<file path="src/rtl/core/wttu_pkg.sv">
`default_nettype none

package wttu_pkg;

    // Fixed field widths
    localparam int CODE_BITS   = 21;
    localparam int OFFSET_W    = 16;
    localparam int VALUE_W     = 64;
    localparam int RADIX_W     = 6;
    localparam int DIGIT_W     = 6;

    // Defaults handed to the top level parameters
    localparam int MAX_LENGTH_DEF  = 65536;
    localparam int QUEUE_DEPTH_DEF = 4;

    localparam logic [RADIX_W-1:0] RADIX_RESET = RADIX_W'(10);
    localparam logic [RADIX_W-1:0] RADIX_MIN   = RADIX_W'(2);
    localparam logic [RADIX_W-1:0] RADIX_MAX   = RADIX_W'(36);
    localparam logic [RADIX_W-1:0] RADIX_AUTO  = RADIX_W'(0);
    localparam logic [RADIX_W-1:0] RADIX_OCT   = RADIX_W'(8);
    localparam logic [RADIX_W-1:0] RADIX_DEC   = RADIX_W'(10);
    localparam logic [RADIX_W-1:0] RADIX_HEX   = RADIX_W'(16);

    typedef struct packed {
        logic [CODE_BITS-1:0] code_point;
        logic                 starts_string;
    } t_in_req;

    typedef struct packed {
        logic [VALUE_W-1:0]  value;
        logic                overflowed;
        logic                digits_found;
        logic [OFFSET_W-1:0] end_offset;
    } t_out_res;

    // Classified character, as it travels from front to back
    typedef struct packed {
        logic                start;
        logic [OFFSET_W-1:0] offset;
        logic                is_space;
        logic                is_minus;
        logic                is_plus;
        logic                is_zero;
        logic                is_x;
        logic [DIGIT_W-1:0]  digit;
    } t_cls;

    typedef enum logic [2:0] {
        PH_IDLE,
        PH_SPACE,
        PH_SIGNED,
        PH_ZERO,
        PH_PREFIX,
        PH_DIGITS
    } t_phase;

endpackage

`default_nettype wire

</file>
<file path="src/rtl/core/wttu_front.sv">
`default_nettype none

module wttu_front
    import wttu_pkg::*;
#(
    parameter int MAX_LENGTH = MAX_LENGTH_DEF
) (
    input  wire logic    i_clk,
    input  wire logic    i_rst_n,
    input  wire t_in_req i_req,
    input  wire logic    i_push,
    output t_cls         o_cls
);

    localparam int PW = $clog2(MAX_LENGTH);
    localparam logic [PW-1:0] POS_LAST = PW'(MAX_LENGTH - 1);

    localparam logic [CODE_BITS-1:0] CH_TAB   = CODE_BITS'(9);
    localparam logic [CODE_BITS-1:0] CH_CR    = CODE_BITS'(13);
    localparam logic [CODE_BITS-1:0] CH_SPACE = CODE_BITS'(32);
    localparam logic [CODE_BITS-1:0] CH_PLUS  = CODE_BITS'(43);
    localparam logic [CODE_BITS-1:0] CH_MINUS = CODE_BITS'(45);
    localparam logic [CODE_BITS-1:0] CH_0     = CODE_BITS'(48);
    localparam logic [CODE_BITS-1:0] CH_9     = CODE_BITS'(57);
    localparam logic [CODE_BITS-1:0] CH_UA    = CODE_BITS'(65);
    localparam logic [CODE_BITS-1:0] CH_UX    = CODE_BITS'(88);
    localparam logic [CODE_BITS-1:0] CH_UZ    = CODE_BITS'(90);
    localparam logic [CODE_BITS-1:0] CH_LA    = CODE_BITS'(97);
    localparam logic [CODE_BITS-1:0] CH_LX    = CODE_BITS'(120);
    localparam logic [CODE_BITS-1:0] CH_LZ    = CODE_BITS'(122);
    localparam logic [DIGIT_W-1:0]   DIGIT_NONE = '1;

    logic [PW-1:0]          r_next_pos;
    logic [PW-1:0]          n_next_pos;
    logic [PW-1:0]          pos;
    logic [PW+OFFSET_W-1:0] pos_ext;
    logic [CODE_BITS-1:0]   c;
    logic [CODE_BITS-1:0]   diff;

    assign c       = i_req.code_point;
    assign pos     = i_req.starts_string ? '0 : r_next_pos;
    assign pos_ext = {{OFFSET_W{1'b0}}, pos};

    // saturating character index
    assign n_next_pos = (pos < POS_LAST) ? pos + PW'(1) : pos;

    always_ff @(posedge i_clk) begin
        if (!i_rst_n) begin
            r_next_pos <= '0;
        end else if (i_push) begin
            r_next_pos <= n_next_pos;
        end
    end

    always_comb begin
        diff = '0;
        o_cls.digit = DIGIT_NONE;
        if (c >= CH_0 && c <= CH_9) begin
            diff = c - CH_0;
            o_cls.digit = diff[DIGIT_W-1:0];
        end else if (c >= CH_UA && c <= CH_UZ) begin
            diff = c - CH_UA + CODE_BITS'(10);
            o_cls.digit = diff[DIGIT_W-1:0];
        end else if (c >= CH_LA && c <= CH_LZ) begin
            diff = c - CH_LA + CODE_BITS'(10);
            o_cls.digit = diff[DIGIT_W-1:0];
        end
        o_cls.start    = i_req.starts_string;
        o_cls.offset   = pos_ext[OFFSET_W-1:0];
        o_cls.is_space = (c >= CH_TAB && c <= CH_CR) || c == CH_SPACE;
        o_cls.is_minus = c == CH_MINUS;
        o_cls.is_plus  = c == CH_PLUS;
        o_cls.is_zero  = c == CH_0;
        o_cls.is_x     = c == CH_LX || c == CH_UX;
    end

endmodule

`default_nettype wire

</file>
<file path="src/rtl/core/wttu_queue.sv">
`default_nettype none

module wttu_queue
    import wttu_pkg::*;
#(
    parameter int DEPTH = QUEUE_DEPTH_DEF
) (
    input  wire logic i_clk,
    input  wire logic i_rst_n,
    input  wire logic i_push,
    input  wire t_cls i_data,
    output logic      o_full,
    input  wire logic i_pop,
    output t_cls      o_data,
    output logic      o_empty
);

    localparam int AW = (DEPTH > 1) ? $clog2(DEPTH) : 1;
    localparam int CW = $clog2(DEPTH + 1);
    localparam logic [AW-1:0] PTR_LAST = AW'(DEPTH - 1);
    localparam logic [CW-1:0] CNT_FULL = CW'(DEPTH);

    t_cls          r_mem [DEPTH];
    logic [AW-1:0] r_wr_ptr;
    logic [AW-1:0] r_rd_ptr;
    logic [CW-1:0] r_count;

    assign o_full  = r_count == CNT_FULL;
    assign o_empty = r_count == '0;
    assign o_data  = r_mem[r_rd_ptr];

    always_ff @(posedge i_clk) begin
        if (i_push) begin
            r_mem[r_wr_ptr] <= i_data;
        end
    end

    always_ff @(posedge i_clk) begin
        if (!i_rst_n) begin
            r_wr_ptr <= '0;
            r_rd_ptr <= '0;
            r_count  <= '0;
        end else begin
            if (i_push) begin
                r_wr_ptr <= (r_wr_ptr == PTR_LAST) ? '0 : r_wr_ptr + AW'(1);
            end
            if (i_pop) begin
                r_rd_ptr <= (r_rd_ptr == PTR_LAST) ? '0 : r_rd_ptr + AW'(1);
            end
            if (i_push && !i_pop) begin
                r_count <= r_count + CW'(1);
            end else if (i_pop && !i_push) begin
                r_count <= r_count - CW'(1);
            end
        end
    end

    a_no_overfill: assert property (@(posedge i_clk) disable iff (!i_rst_n)
        !(i_push && o_full && !i_pop))
        else $error("queue written while full");

    a_no_underrun: assert property (@(posedge i_clk) disable iff (!i_rst_n)
        i_pop |-> !o_empty)
        else $error("queue read while empty");

    a_ptrs_meet: assert property (@(posedge i_clk) disable iff (!i_rst_n)
        (r_count == '0) |-> (r_wr_ptr == r_rd_ptr))
        else $error("queue pointers apart while empty");

endmodule

`default_nettype wire

</file>
<file path="src/rtl/core/wttu_back.sv">
`default_nettype none

module wttu_back
    import wttu_pkg::*;
(
    input  wire logic               i_clk,
    input  wire logic               i_rst_n,
    input  wire logic [RADIX_W-1:0] i_radix,
    input  wire t_cls               i_cls,
    input  wire logic               i_empty,
    output logic                    o_pop,
    output logic                    o_out_valid,
    input  wire logic               i_out_stall,
    output t_out_res                o_out_res
);

    localparam int PROD_W = VALUE_W + RADIX_W;

    t_phase             r_phase, n_phase;
    logic               r_minus, n_minus;
    logic [RADIX_W-1:0] r_base,  n_base;
    logic [VALUE_W-1:0] r_acc,   n_acc;
    logic               r_ovf,   n_ovf;
    logic               r_dig,   n_dig;
    logic               r_out_valid;
    t_out_res           r_out_res;

    t_phase             ph;
    logic               minus_in;
    logic [RADIX_W-1:0] base_in;
    logic [VALUE_W-1:0] acc_in;
    logic               ovf_in;
    logic               dig_in;
    logic               first;
    logic               prefix_mode;
    logic               do_step;
    logic               do_emit;
    logic               step_valid;
    logic [RADIX_W-1:0] step_base;
    logic [PROD_W-1:0]  prod;
    logic               emit_hd;
    logic [OFFSET_W-1:0] emit_off;
    t_out_res           res;

    assign o_out_valid = r_out_valid;
    assign o_out_res   = r_out_res;
    assign o_pop       = !i_empty && (!r_out_valid || !i_out_stall);

    always_comb begin
        // a start marker resets the parse before the character is looked at
        ph       = i_cls.start ? PH_SPACE : r_phase;
        minus_in = i_cls.start ? 1'b0 : r_minus;
        base_in  = i_cls.start ? i_radix : r_base;
        acc_in   = i_cls.start ? '0 : r_acc;
        ovf_in   = i_cls.start ? 1'b0 : r_ovf;
        dig_in   = i_cls.start ? 1'b0 : r_dig;

        n_phase = ph;
        n_minus = minus_in;
        n_base  = base_in;
        n_acc   = acc_in;
        n_ovf   = ovf_in;
        n_dig   = dig_in;

        first       = 1'b0;
        prefix_mode = 1'b0;
        do_step     = 1'b0;
        do_emit     = 1'b0;
        step_base   = base_in;
        emit_hd     = dig_in;
        emit_off    = i_cls.offset;

        unique case (ph)
            PH_IDLE: begin
            end
            PH_SPACE: begin
                if (i_cls.is_space) begin
                    n_phase = PH_SPACE;
                end else if (i_cls.is_minus) begin
                    n_minus = 1'b1;
                    n_phase = PH_SIGNED;
                end else if (i_cls.is_plus) begin
                    n_phase = PH_SIGNED;
                end else begin
                    first = 1'b1;
                end
            end
            PH_SIGNED: begin
                first = 1'b1;
            end
            PH_ZERO: begin
                if (i_cls.is_x) begin
                    n_base  = RADIX_HEX;
                    n_phase = PH_PREFIX;
                end else begin
                    step_base = (base_in == RADIX_AUTO) ? RADIX_OCT : base_in;
                    do_step   = 1'b1;
                end
            end
            PH_PREFIX: begin
                prefix_mode = 1'b1;
                do_step     = 1'b1;
            end
            PH_DIGITS: begin
                do_step = 1'b1;
            end
            default: begin
                n_phase = PH_IDLE;
            end
        endcase

        // leading zero may open a 0x prefix or an octal number
        if (first) begin
            if ((base_in == RADIX_AUTO || base_in == RADIX_HEX) && i_cls.is_zero) begin
                n_dig   = 1'b1;
                n_phase = PH_ZERO;
            end else begin
                step_base = (base_in == RADIX_AUTO) ? RADIX_DEC : base_in;
                do_step   = 1'b1;
            end
        end

        step_valid = step_base >= RADIX_MIN && step_base <= RADIX_MAX
                     && i_cls.digit < step_base;

        // 64 x 6 multiply-add; any carry out of 64 bits is overflow
        prod = PROD_W'(acc_in) * PROD_W'(step_base) + PROD_W'(i_cls.digit);

        if (do_step) begin
            n_base = step_base;
            if (step_valid) begin
                if (ovf_in || prod[PROD_W-1:VALUE_W] != '0) begin
                    n_ovf = 1'b1;
                end else begin
                    n_acc = prod[VALUE_W-1:0];
                end
                n_dig   = 1'b1;
                n_phase = PH_DIGITS;
            end else begin
                do_emit = 1'b1;
                if (prefix_mode) begin
                    // bare 0x: the number ends at the x
                    emit_hd  = 1'b1;
                    emit_off = i_cls.offset - OFFSET_W'(1);
                end
                n_phase = PH_IDLE;
            end
        end

        res.value        = ovf_in ? '1 : (minus_in ? '0 - acc_in : acc_in);
        res.overflowed   = ovf_in;
        res.digits_found = emit_hd;
        res.end_offset   = emit_hd ? emit_off : '0;
    end

    always_ff @(posedge i_clk) begin
        if (!i_rst_n) begin
            r_phase     <= PH_IDLE;
            r_minus     <= 1'b0;
            r_base      <= '0;
            r_acc       <= '0;
            r_ovf       <= 1'b0;
            r_dig       <= 1'b0;
            r_out_valid <= 1'b0;
        end else begin
            if (o_pop) begin
                r_phase <= n_phase;
                r_minus <= n_minus;
                r_base  <= n_base;
                r_acc   <= n_acc;
                r_ovf   <= n_ovf;
                r_dig   <= n_dig;
            end
            if (!r_out_valid || !i_out_stall) begin
                r_out_valid <= o_pop && do_emit;
            end
        end
    end

    always_ff @(posedge i_clk) begin
        if (o_pop && do_emit) begin
            r_out_res <= res;
        end
    end

    a_emit_idles: assert property (@(posedge i_clk) disable iff (!i_rst_n)
        (o_pop && do_emit) |=> (r_phase == PH_IDLE))
        else $error("parse still active after result");

    a_ovf_has_digit: assert property (@(posedge i_clk) disable iff (!i_rst_n)
        r_ovf |-> r_dig)
        else $error("overflow without digits");

    a_prefix_hex: assert property (@(posedge i_clk) disable iff (!i_rst_n)
        (r_phase == PH_PREFIX) |-> (r_base == RADIX_HEX))
        else $error("prefix phase without base 16");

    a_no_load_stalled: assert property (@(posedge i_clk) disable iff (!i_rst_n)
        (r_out_valid && i_out_stall) |-> !o_pop)
        else $error("queue popped while result held");

endmodule

`default_nettype wire

</file>
<file path="src/rtl/core/wide_text_to_unsigned_parser.sv">
// Streaming strtoul-style parser: text in, one unsigned 64-bit number out.
//
// Input channel (i_in_valid / o_in_stall / i_in_req): one wide character per
// request. starts_string marks index 0 of a new string and drops any parse
// in progress. Characters outside a string are swallowed with no result.
// Output channel (o_out_valid / i_out_stall / o_out_res): one result per
// string, given at the first character that is not a digit of the base.
// Config channel (i_cfg_valid / o_cfg_ready / i_cfg_data): the radix, always
// ready; it is sampled when a string starts, so write it only while idle.
//
// Throughput is one character per cycle when not stalled. The front end
// classifies and tags each character with its index, a small queue
// decouples it from the back end, whose 64 x 6 multiply-add with carry-out
// overflow test is the only loop: one character per cycle through it. The
// stopping character goes through the queue, then the result register, to
// o_out_valid. A stalled result sits in the output register while the
// queue keeps filling; o_in_stall rises only when the queue is full.
// Reset: radix returns to 10, the parser goes idle, queue and output empty.
`default_nettype none

module wide_text_to_unsigned_parser
    import wttu_pkg::*;
#(
    parameter int MAX_LENGTH  = MAX_LENGTH_DEF,
    parameter int QUEUE_DEPTH = QUEUE_DEPTH_DEF
) (
    input  wire logic               i_clk,
    input  wire logic               i_rst_n,
    input  wire logic               i_in_valid,
    output logic                    o_in_stall,
    input  wire t_in_req            i_in_req,
    output logic                    o_out_valid,
    input  wire logic               i_out_stall,
    output t_out_res                o_out_res,
    input  wire logic               i_cfg_valid,
    output logic                    o_cfg_ready,
    input  wire logic [RADIX_W-1:0] i_cfg_data
);

    logic [RADIX_W-1:0] r_radix;
    logic               push;
    logic               pop;
    logic               full;
    logic               empty;
    t_cls               front_cls;
    t_cls               queue_cls;

    // radix register
    assign o_cfg_ready = 1'b1;

    always_ff @(posedge i_clk) begin
        if (!i_rst_n) begin
            r_radix <= RADIX_RESET;
        end else if (i_cfg_valid && o_cfg_ready) begin
            r_radix <= i_cfg_data;
        end
    end

    // accept whenever the queue has room
    assign o_in_stall = full;
    assign push       = i_in_valid && !full;

    wttu_front #(
        .MAX_LENGTH (MAX_LENGTH)
    ) u_front (
        .i_clk   (i_clk),
        .i_rst_n (i_rst_n),
        .i_req   (i_in_req),
        .i_push  (push),
        .o_cls   (front_cls)
    );

    wttu_queue #(
        .DEPTH (QUEUE_DEPTH)
    ) u_queue (
        .i_clk   (i_clk),
        .i_rst_n (i_rst_n),
        .i_push  (push),
        .i_data  (front_cls),
        .o_full  (full),
        .i_pop   (pop),
        .o_data  (queue_cls),
        .o_empty (empty)
    );

    wttu_back u_back (
        .i_clk       (i_clk),
        .i_rst_n     (i_rst_n),
        .i_radix     (r_radix),
        .i_cls       (queue_cls),
        .i_empty     (empty),
        .o_pop       (pop),
        .o_out_valid (o_out_valid),
        .i_out_stall (i_out_stall),
        .o_out_res   (o_out_res)
    );

endmodule

`default_nettype wire
</file>
<file path="config.mk">
export PLATFORM = sky130hd
export DESIGN_NAME = wide_text_to_unsigned_parser
export DESIGN_NICKNAME = d
export VERILOG_FILES = /design/src/rtl/core/wttu_pkg.sv /design/src/rtl/core/wttu_front.sv /design/src/rtl/core/wttu_queue.sv /design/src/rtl/core/wttu_back.sv /design/src/rtl/core/wide_text_to_unsigned_parser.sv
export SDC_FILE = /design/constraint.sdc
export NUM_CORES = 2
export LEC_CHECK = 0
export CAP_MARGIN = 5
export CORE_UTILIZATION = 30
export CTS_CLUSTER_DIAMETER = 200
export DETAILED_ROUTE_END_ITERATION = 6
export DONT_BUFFER_PORTS = 1
export GPL_TIMING_DRIVEN = 1
export PLACE_DENSITY_LB_ADDON = 0.12
export RECOVER_POWER = 25
export SYNTH_ARGS = -nofsm -noshare
export SYNTH_HDL_FRONTEND = slang
export SYNTH_SLANG_ARGS = --single-unit
</file>
<file path="constraint.sdc">
create_clock -name i_clk -period 14.8 [get_ports i_clk]
set_input_delay 1.48 -clock i_clk [delete_from_list [all_inputs] [get_ports i_clk]]
set_output_delay 1.48 -clock i_clk [all_outputs]
set_load 0.05 [all_outputs]
</file>
-- Yosys cells after proc, flatten, opt, wreduce, memory -nomap -nowiden
Memory sizes are Yosys's and may differ from the RTL's. A register that Yosys moved wholly into a read port is not among the register bits.
Cells that the tools add are included.
- register bits after elaboration: 188
- bits in latches: 0
- bits in writable memories: 112
- memory bits (read-only): 0
- memories kept: 1
- add/sub/neg operators: 13
- $mul: 1
- div/mod/pow operators: 0
- magnitude comparators: 12
- equality and inequality tests: 15
- shift-type cells: 0
- mux-type cells: 68
- bitwise operators: 0
- reductions and logical operators: 30
- memories (name ; depth ; width ; rd ports ; clocked after Yosys merged registers in ; wr ports ; RTL line ; source):
    u_queue.r_mem ; 4 ; 28 ; 1 ; 1 ; 1 ; wttu_queue.sv:23 ; t_cls r_mem [DEPTH];
- operators by type and width (cell ; number):
    $mux 64 ; 5
    $eq 21x6->1 const B ; 4
    $mux 16 ; 5
    $mux 6 ; 13
    $add 70x6->70 ; 1
    $mul 64x6->70 ; 1
    $sub 1x64->64 const A ; 1
    $eq 21x7->1 const B ; 2
    $ge 21x7->1 const B ; 2
    $le 21x7->1 const B ; 2
    $mux 3 ; 11
    $mux 1 ; 27
    $ge 21x4->1 const B ; 1
    $ge 21x6->1 const B ; 1
    $le 21x4->1 const B ; 1
    $le 21x6->1 const B ; 1
    $add 16x1->16 const B ; 1
    $lt 16x16->1 const B ; 1
    $sub 16x1->16 const B ; 1
    $add 6x4->6 const B ; 2
    $logic_and 1x1->1 ; 12
    $sub 6x6->6 const B ; 2
    $eq 3x3->1 const B ; 3
    $pmux 3 s3 ; 1
    other kinds (21) ; 38

-- Depth between registers and ports, before layout
- word-level depth: 14
- gate-level depth with buffers: 31

-- Hierarchy
From an unflattened synthesis, not the netlist that was laid out.
- cells, all modules: 2720
- area, all modules: 27236.1 um^2
- by module, submodules not included (module ; instances ; cells an instance ; area each (um^2) ; sequential area each (um^2)):
    wttu_back ; 1 ; 2293 ; 20840.0 ; 4003.8
    wttu_queue ; 1 ; 190 ; 4548.1 ; 3543.4
    wttu_front ; 1 ; 215 ; 1606.5 ; 320.3
    wide_text_to_unsigned_parser ; 1 ; 22 ; 241.5 ; 120.1

-- Worst setup path before layout
No wires, ideal clock.
- kind: register -> register
- start: register with a tool-made name
- end: register u_back.r_acc[2]
- library setup time: 117 ps
- arrival time: 7565 ps
- slack: 7118 ps
- cell stages (with the launch flop): 30
- buffers on the path: 7
- path through: dfxtp_1 mux4_2 buf_4 clkbuf_1 clkbuf_1 clkbuf_1 buf_1 nor2_1 clkbuf_1 and2_1 fa_1 inv_1 fa_1 inv_1 fa_1 inv_1 fa_1 inv_1 ha_1 a21o_1 a31oi_1 a31oi_1 o41a_1 o31a_1 a221o_1 o211a_1 nor4_1 a31oi_1 clkbuf_1 a22o_1
- RTL lines (element ; RTL line ; source):
    end signal, assigned ; wttu_back.sv:170 ; r_acc <= n_acc;
    end, declared ; wttu_back.sv:22 ; logic [VALUE_W-1:0] r_acc, n_acc;

==> metrics.yaml <==
status: "complete, but fails checks"
failed_checks: "capacitance limit, slew limit"
netSwitchingPower_mw: 1.24
nNetsFinal: 3085
path_class: "register to register"
post_cts_buffers: 0
ys_seq_elements: 302
finalSetupViolations: 0
drive_above_1_share_pct: 5.48
cp_slowest_cell: "clkbuf_1"
synth_edf_count: 194
holdPathStages: 2
num_vias: 19700
maxSlewHeadroom_pct: -69.9
critical_path.max_stage_delay_ps: 1800
antenna_found_initial: 3
fmax_mhz: 86.2
path_depth: 25
synth_area_per_cell_um2: 9.77
r2r_setup_slack_ps: 3200
dieArea_mm2: 0.0914
crit_fanout: 64
start_util_pct: 30.4
power.share.sequential_pct: 41.0
fin_crit_ps: 11600
grt_start_max_net_pins: 68
cts_max_path_buffers: 3
cts-root-buf: "clkbuf_16"
cpLargestDelayFamily: "simple AND/OR/NAND/NOR gates"
rows: 109
wl_met2_mm: 37.3
overflow: 0
worstMarginPinSlew_ps: 2550
cp_common_cell: "fa_1"
rsz0062_at_grt: "no"
syn-cell-area_mm2: 0.0271
synth_top_area_cell: "edfxtp_1"
path_clk_slew_ps: 60
routed-wl-met3_mm: 3.20
gp_congestion: 0.828
required_ps: 15300
syn-num-nets: 3222
r2r.worst_path.cells: 25
dieHeight_um: 302
wl_per_cell_um: 20.7
cp-end-kind: "register"
cts_hold_buf: 0
synth.top_cells.by_count: "and2_1, nor2_1, fa_1, nand2_1, edfxtp_1"
drt-total-wl_mm: 79.4
start_kind: "register"
dr.pass1.iters: 5
synth_area_leaders: "edfxtp_1, fa_1, and2_1"
arrival_ps: 12100
yosysMostFrequentCell: "and2_1"
path_buf_inv: 3
powerDensity_mw_per_mm2: 107
cts_htree_levels: 2
maxSlewViolCount: 160
p_leak_nw: 12.3
drv_cap: 6
finClkSkew_ps: 32.1
pin_count: 118
drc_errors: 0
ys_async_sr_fraction_pct: 0
core_mm2: 0.0889
finalHoldViolCount: 0
clock_latency_ps: 590
drtAntennaViolNets: 0
seq_area_frac_synth_pct: 29.5
intPower_mw: 1.89
hpwlAfterDp_mm: 58.0
p_comb_share_pct: 24.9
yosys_warnings: 0
drtIter0Drc: 1218
switching_share_pct: 39.6
grt_util_all_layers_pct: 17.6
clkPwrFrac_pct: 34.1
cts_num_sinks: 302
syn_inst: 2768
cts_made_buffers: 42
first_global_vias: 20900
port_buffers: 0
fin_crit_sh_pct: 78.4
setup_tns_ps: 0
synthFlopType: "edfxtp_1"
routed.top_layer: "met5"
reg2reg_to: "u_back.r_acc[20]$_SDFFE_PN0P_"
wl_met1_mm: 37.3
min_path_type: "register to register"
hp-start: "u_queue.r_rd_ptr[1]$_SDFFE_PN0P_"
grt_pass1_wl_mm: 125
power_mw: 3.14
max-vdd-ir-drop_v: 0.0000790
yosysUniqueCellTypes: 76
area_delta_synth_final_pct: 8.67
vias_per_cell: 5.14
die-width_um: 302
synth_top_area_share_pct: 21.5
cts_tree: "built"
post_cts_resized: 0
[power groups by stage]
stage          Clock [mW]  Combinational (mW)  Sequential [mW]
2_1_floorplan           0               0.538             1.27
3_3_place_gp            0               0.779             1.30
3_5_place_dp            0               0.791             1.31
4_1_cts              1.10               0.793             1.29
5_1_grt              1.13               0.861             1.30
6_report             1.07               0.783             1.29
[per-stage QoR]
step / hold slack (ps) / cells / util [%] / cell area [um^2] / setup WS [ps]
floorplan: 454 / 2768 / - / 27100 / 7120
global placement: 468 / 3752 / 31.4 / 28000 / 4900
detailed placement: 482 / 3752 / 31.4 / 28000 / 4640
CTS: 490 / 3829 / 33.1 / 29400 / 4580
global route: 526 / 3829 / 33.1 / 29400 / 2230
finish: 494 / 3830 / 33.1 / 29400 / 3200
[cell type report]
class                      instances  area (um^2)
antenna                            1         2.50
sequential                       302         7990
multi-input combinational       2195        18100
clock inverter                    25          327
fill                            9076        59500
clock buffer                      52         1140
timing repair buffer              21          146
inverter                          69          259
tap                             1165         1460
[worst max-delay path by stage]
stage | from | endpoint | slack (ps)
6_report | register | u_back.r_acc[20]$_SDFFE_PN0P_ | 3200
5_1_grt | register | u_back.r_acc[20]$_SDFFE_PN0P_ | 2230
4_1_cts | register | u_back.r_acc[19]$_SDFFE_PN0P_ | 4580
3_5_place_dp | register | u_back.r_acc[14]$_SDFFE_PN0P_ | 4640
3_3_place_gp | register | u_back.r_acc[58]$_SDFFE_PN0P_ | 4900
2_1_floorplan | register | u_back.r_acc[2]$_SDFFE_PN0P_ | 7120
[per-layer routing]
layer | track usage, % | vias up
li1 | - | 9253
met1 | 23.9 | 9929
met2 | 29.1 | 392
met3 | 2.72 | 103
met4 | 4.43 | 2
met5 | 0 | -
[logic make-up after synthesis]
| kind of cell | share of synthesized area [%] |
|---|---|
| buf+inv | 3.92 |
| simple gates | 21.3 |
| xor+xnor | 4.99 |
| other cells | 0.0139 |
| flops | 29.5 |
| mux | 3.04 |
| compound gates | 10.7 |
| fa+ha+maj | 26.5 |
[worst register-to-register path, cell delays in order (launching register included)]
cell,delay [ps]
dfxtp_2,310
clkbuf_1,1800
mux4_4,1380
nor4bb_1,410
a21oi_1,90
a22o_1,400
nor2_4,120
buf_4,570
and2_1,270
fa_1,440
fa_1,530
fa_1,510
ha_1,300
ha_1,430
nand4_1,250
or4_1,480
a211o_1,310
nand3_2,120
o311ai_1,230
a2111o_1,490
and3_1,220
nor4b_4,380
nor4b_2,260
nand4b_1,530
buf_4,460
o21ai_0,210
[cells in the final DEF (no fill, tap or decap), types with 13 or more instances in the layout]
cell	Yosys	layout
o31ai_1	24	24
o21ai_0	129	129
o21a_1	23	23
xor2_1	46	46
o21ai_1	22	22
a21o_1	27	27
clkbuf_16	0	42
buf_4	3	18
nor2b_1	30	26
and2_1	374	370
nor3_1	30	30
fa_1	253	253
o21bai_1	18	18
nand3_1	33	33
inv_1	69	69
a31oi_1	18	17
nor2_1	266	263
nor4_1	22	22
mux2i_1	17	17
xnor2_1	108	108
a21oi_1	122	122
nand2_1	210	210
edfxtp_1	194	194
ha_1	168	168
dfxtp_1	108	105
or3_1	13	13
nand4_1	37	37
and3_1	15	15
mux4_2	28	27
[flip-flops by register name (all words and copies together), names as in the netlist, 2 cells and up, named ones only]
name                count
u_front.r_next_pos     16
u_queue.r_mem         112
u_queue.r_wr_ptr        2
u_back.r_acc           64
u_back.r_base           6
u_queue.r_rd_ptr        2
u_queue.r_count         3
u_back.o_out_res       82
r_radix                 6
u_back.r_phase          3
(Power assumes the default switching activity.)
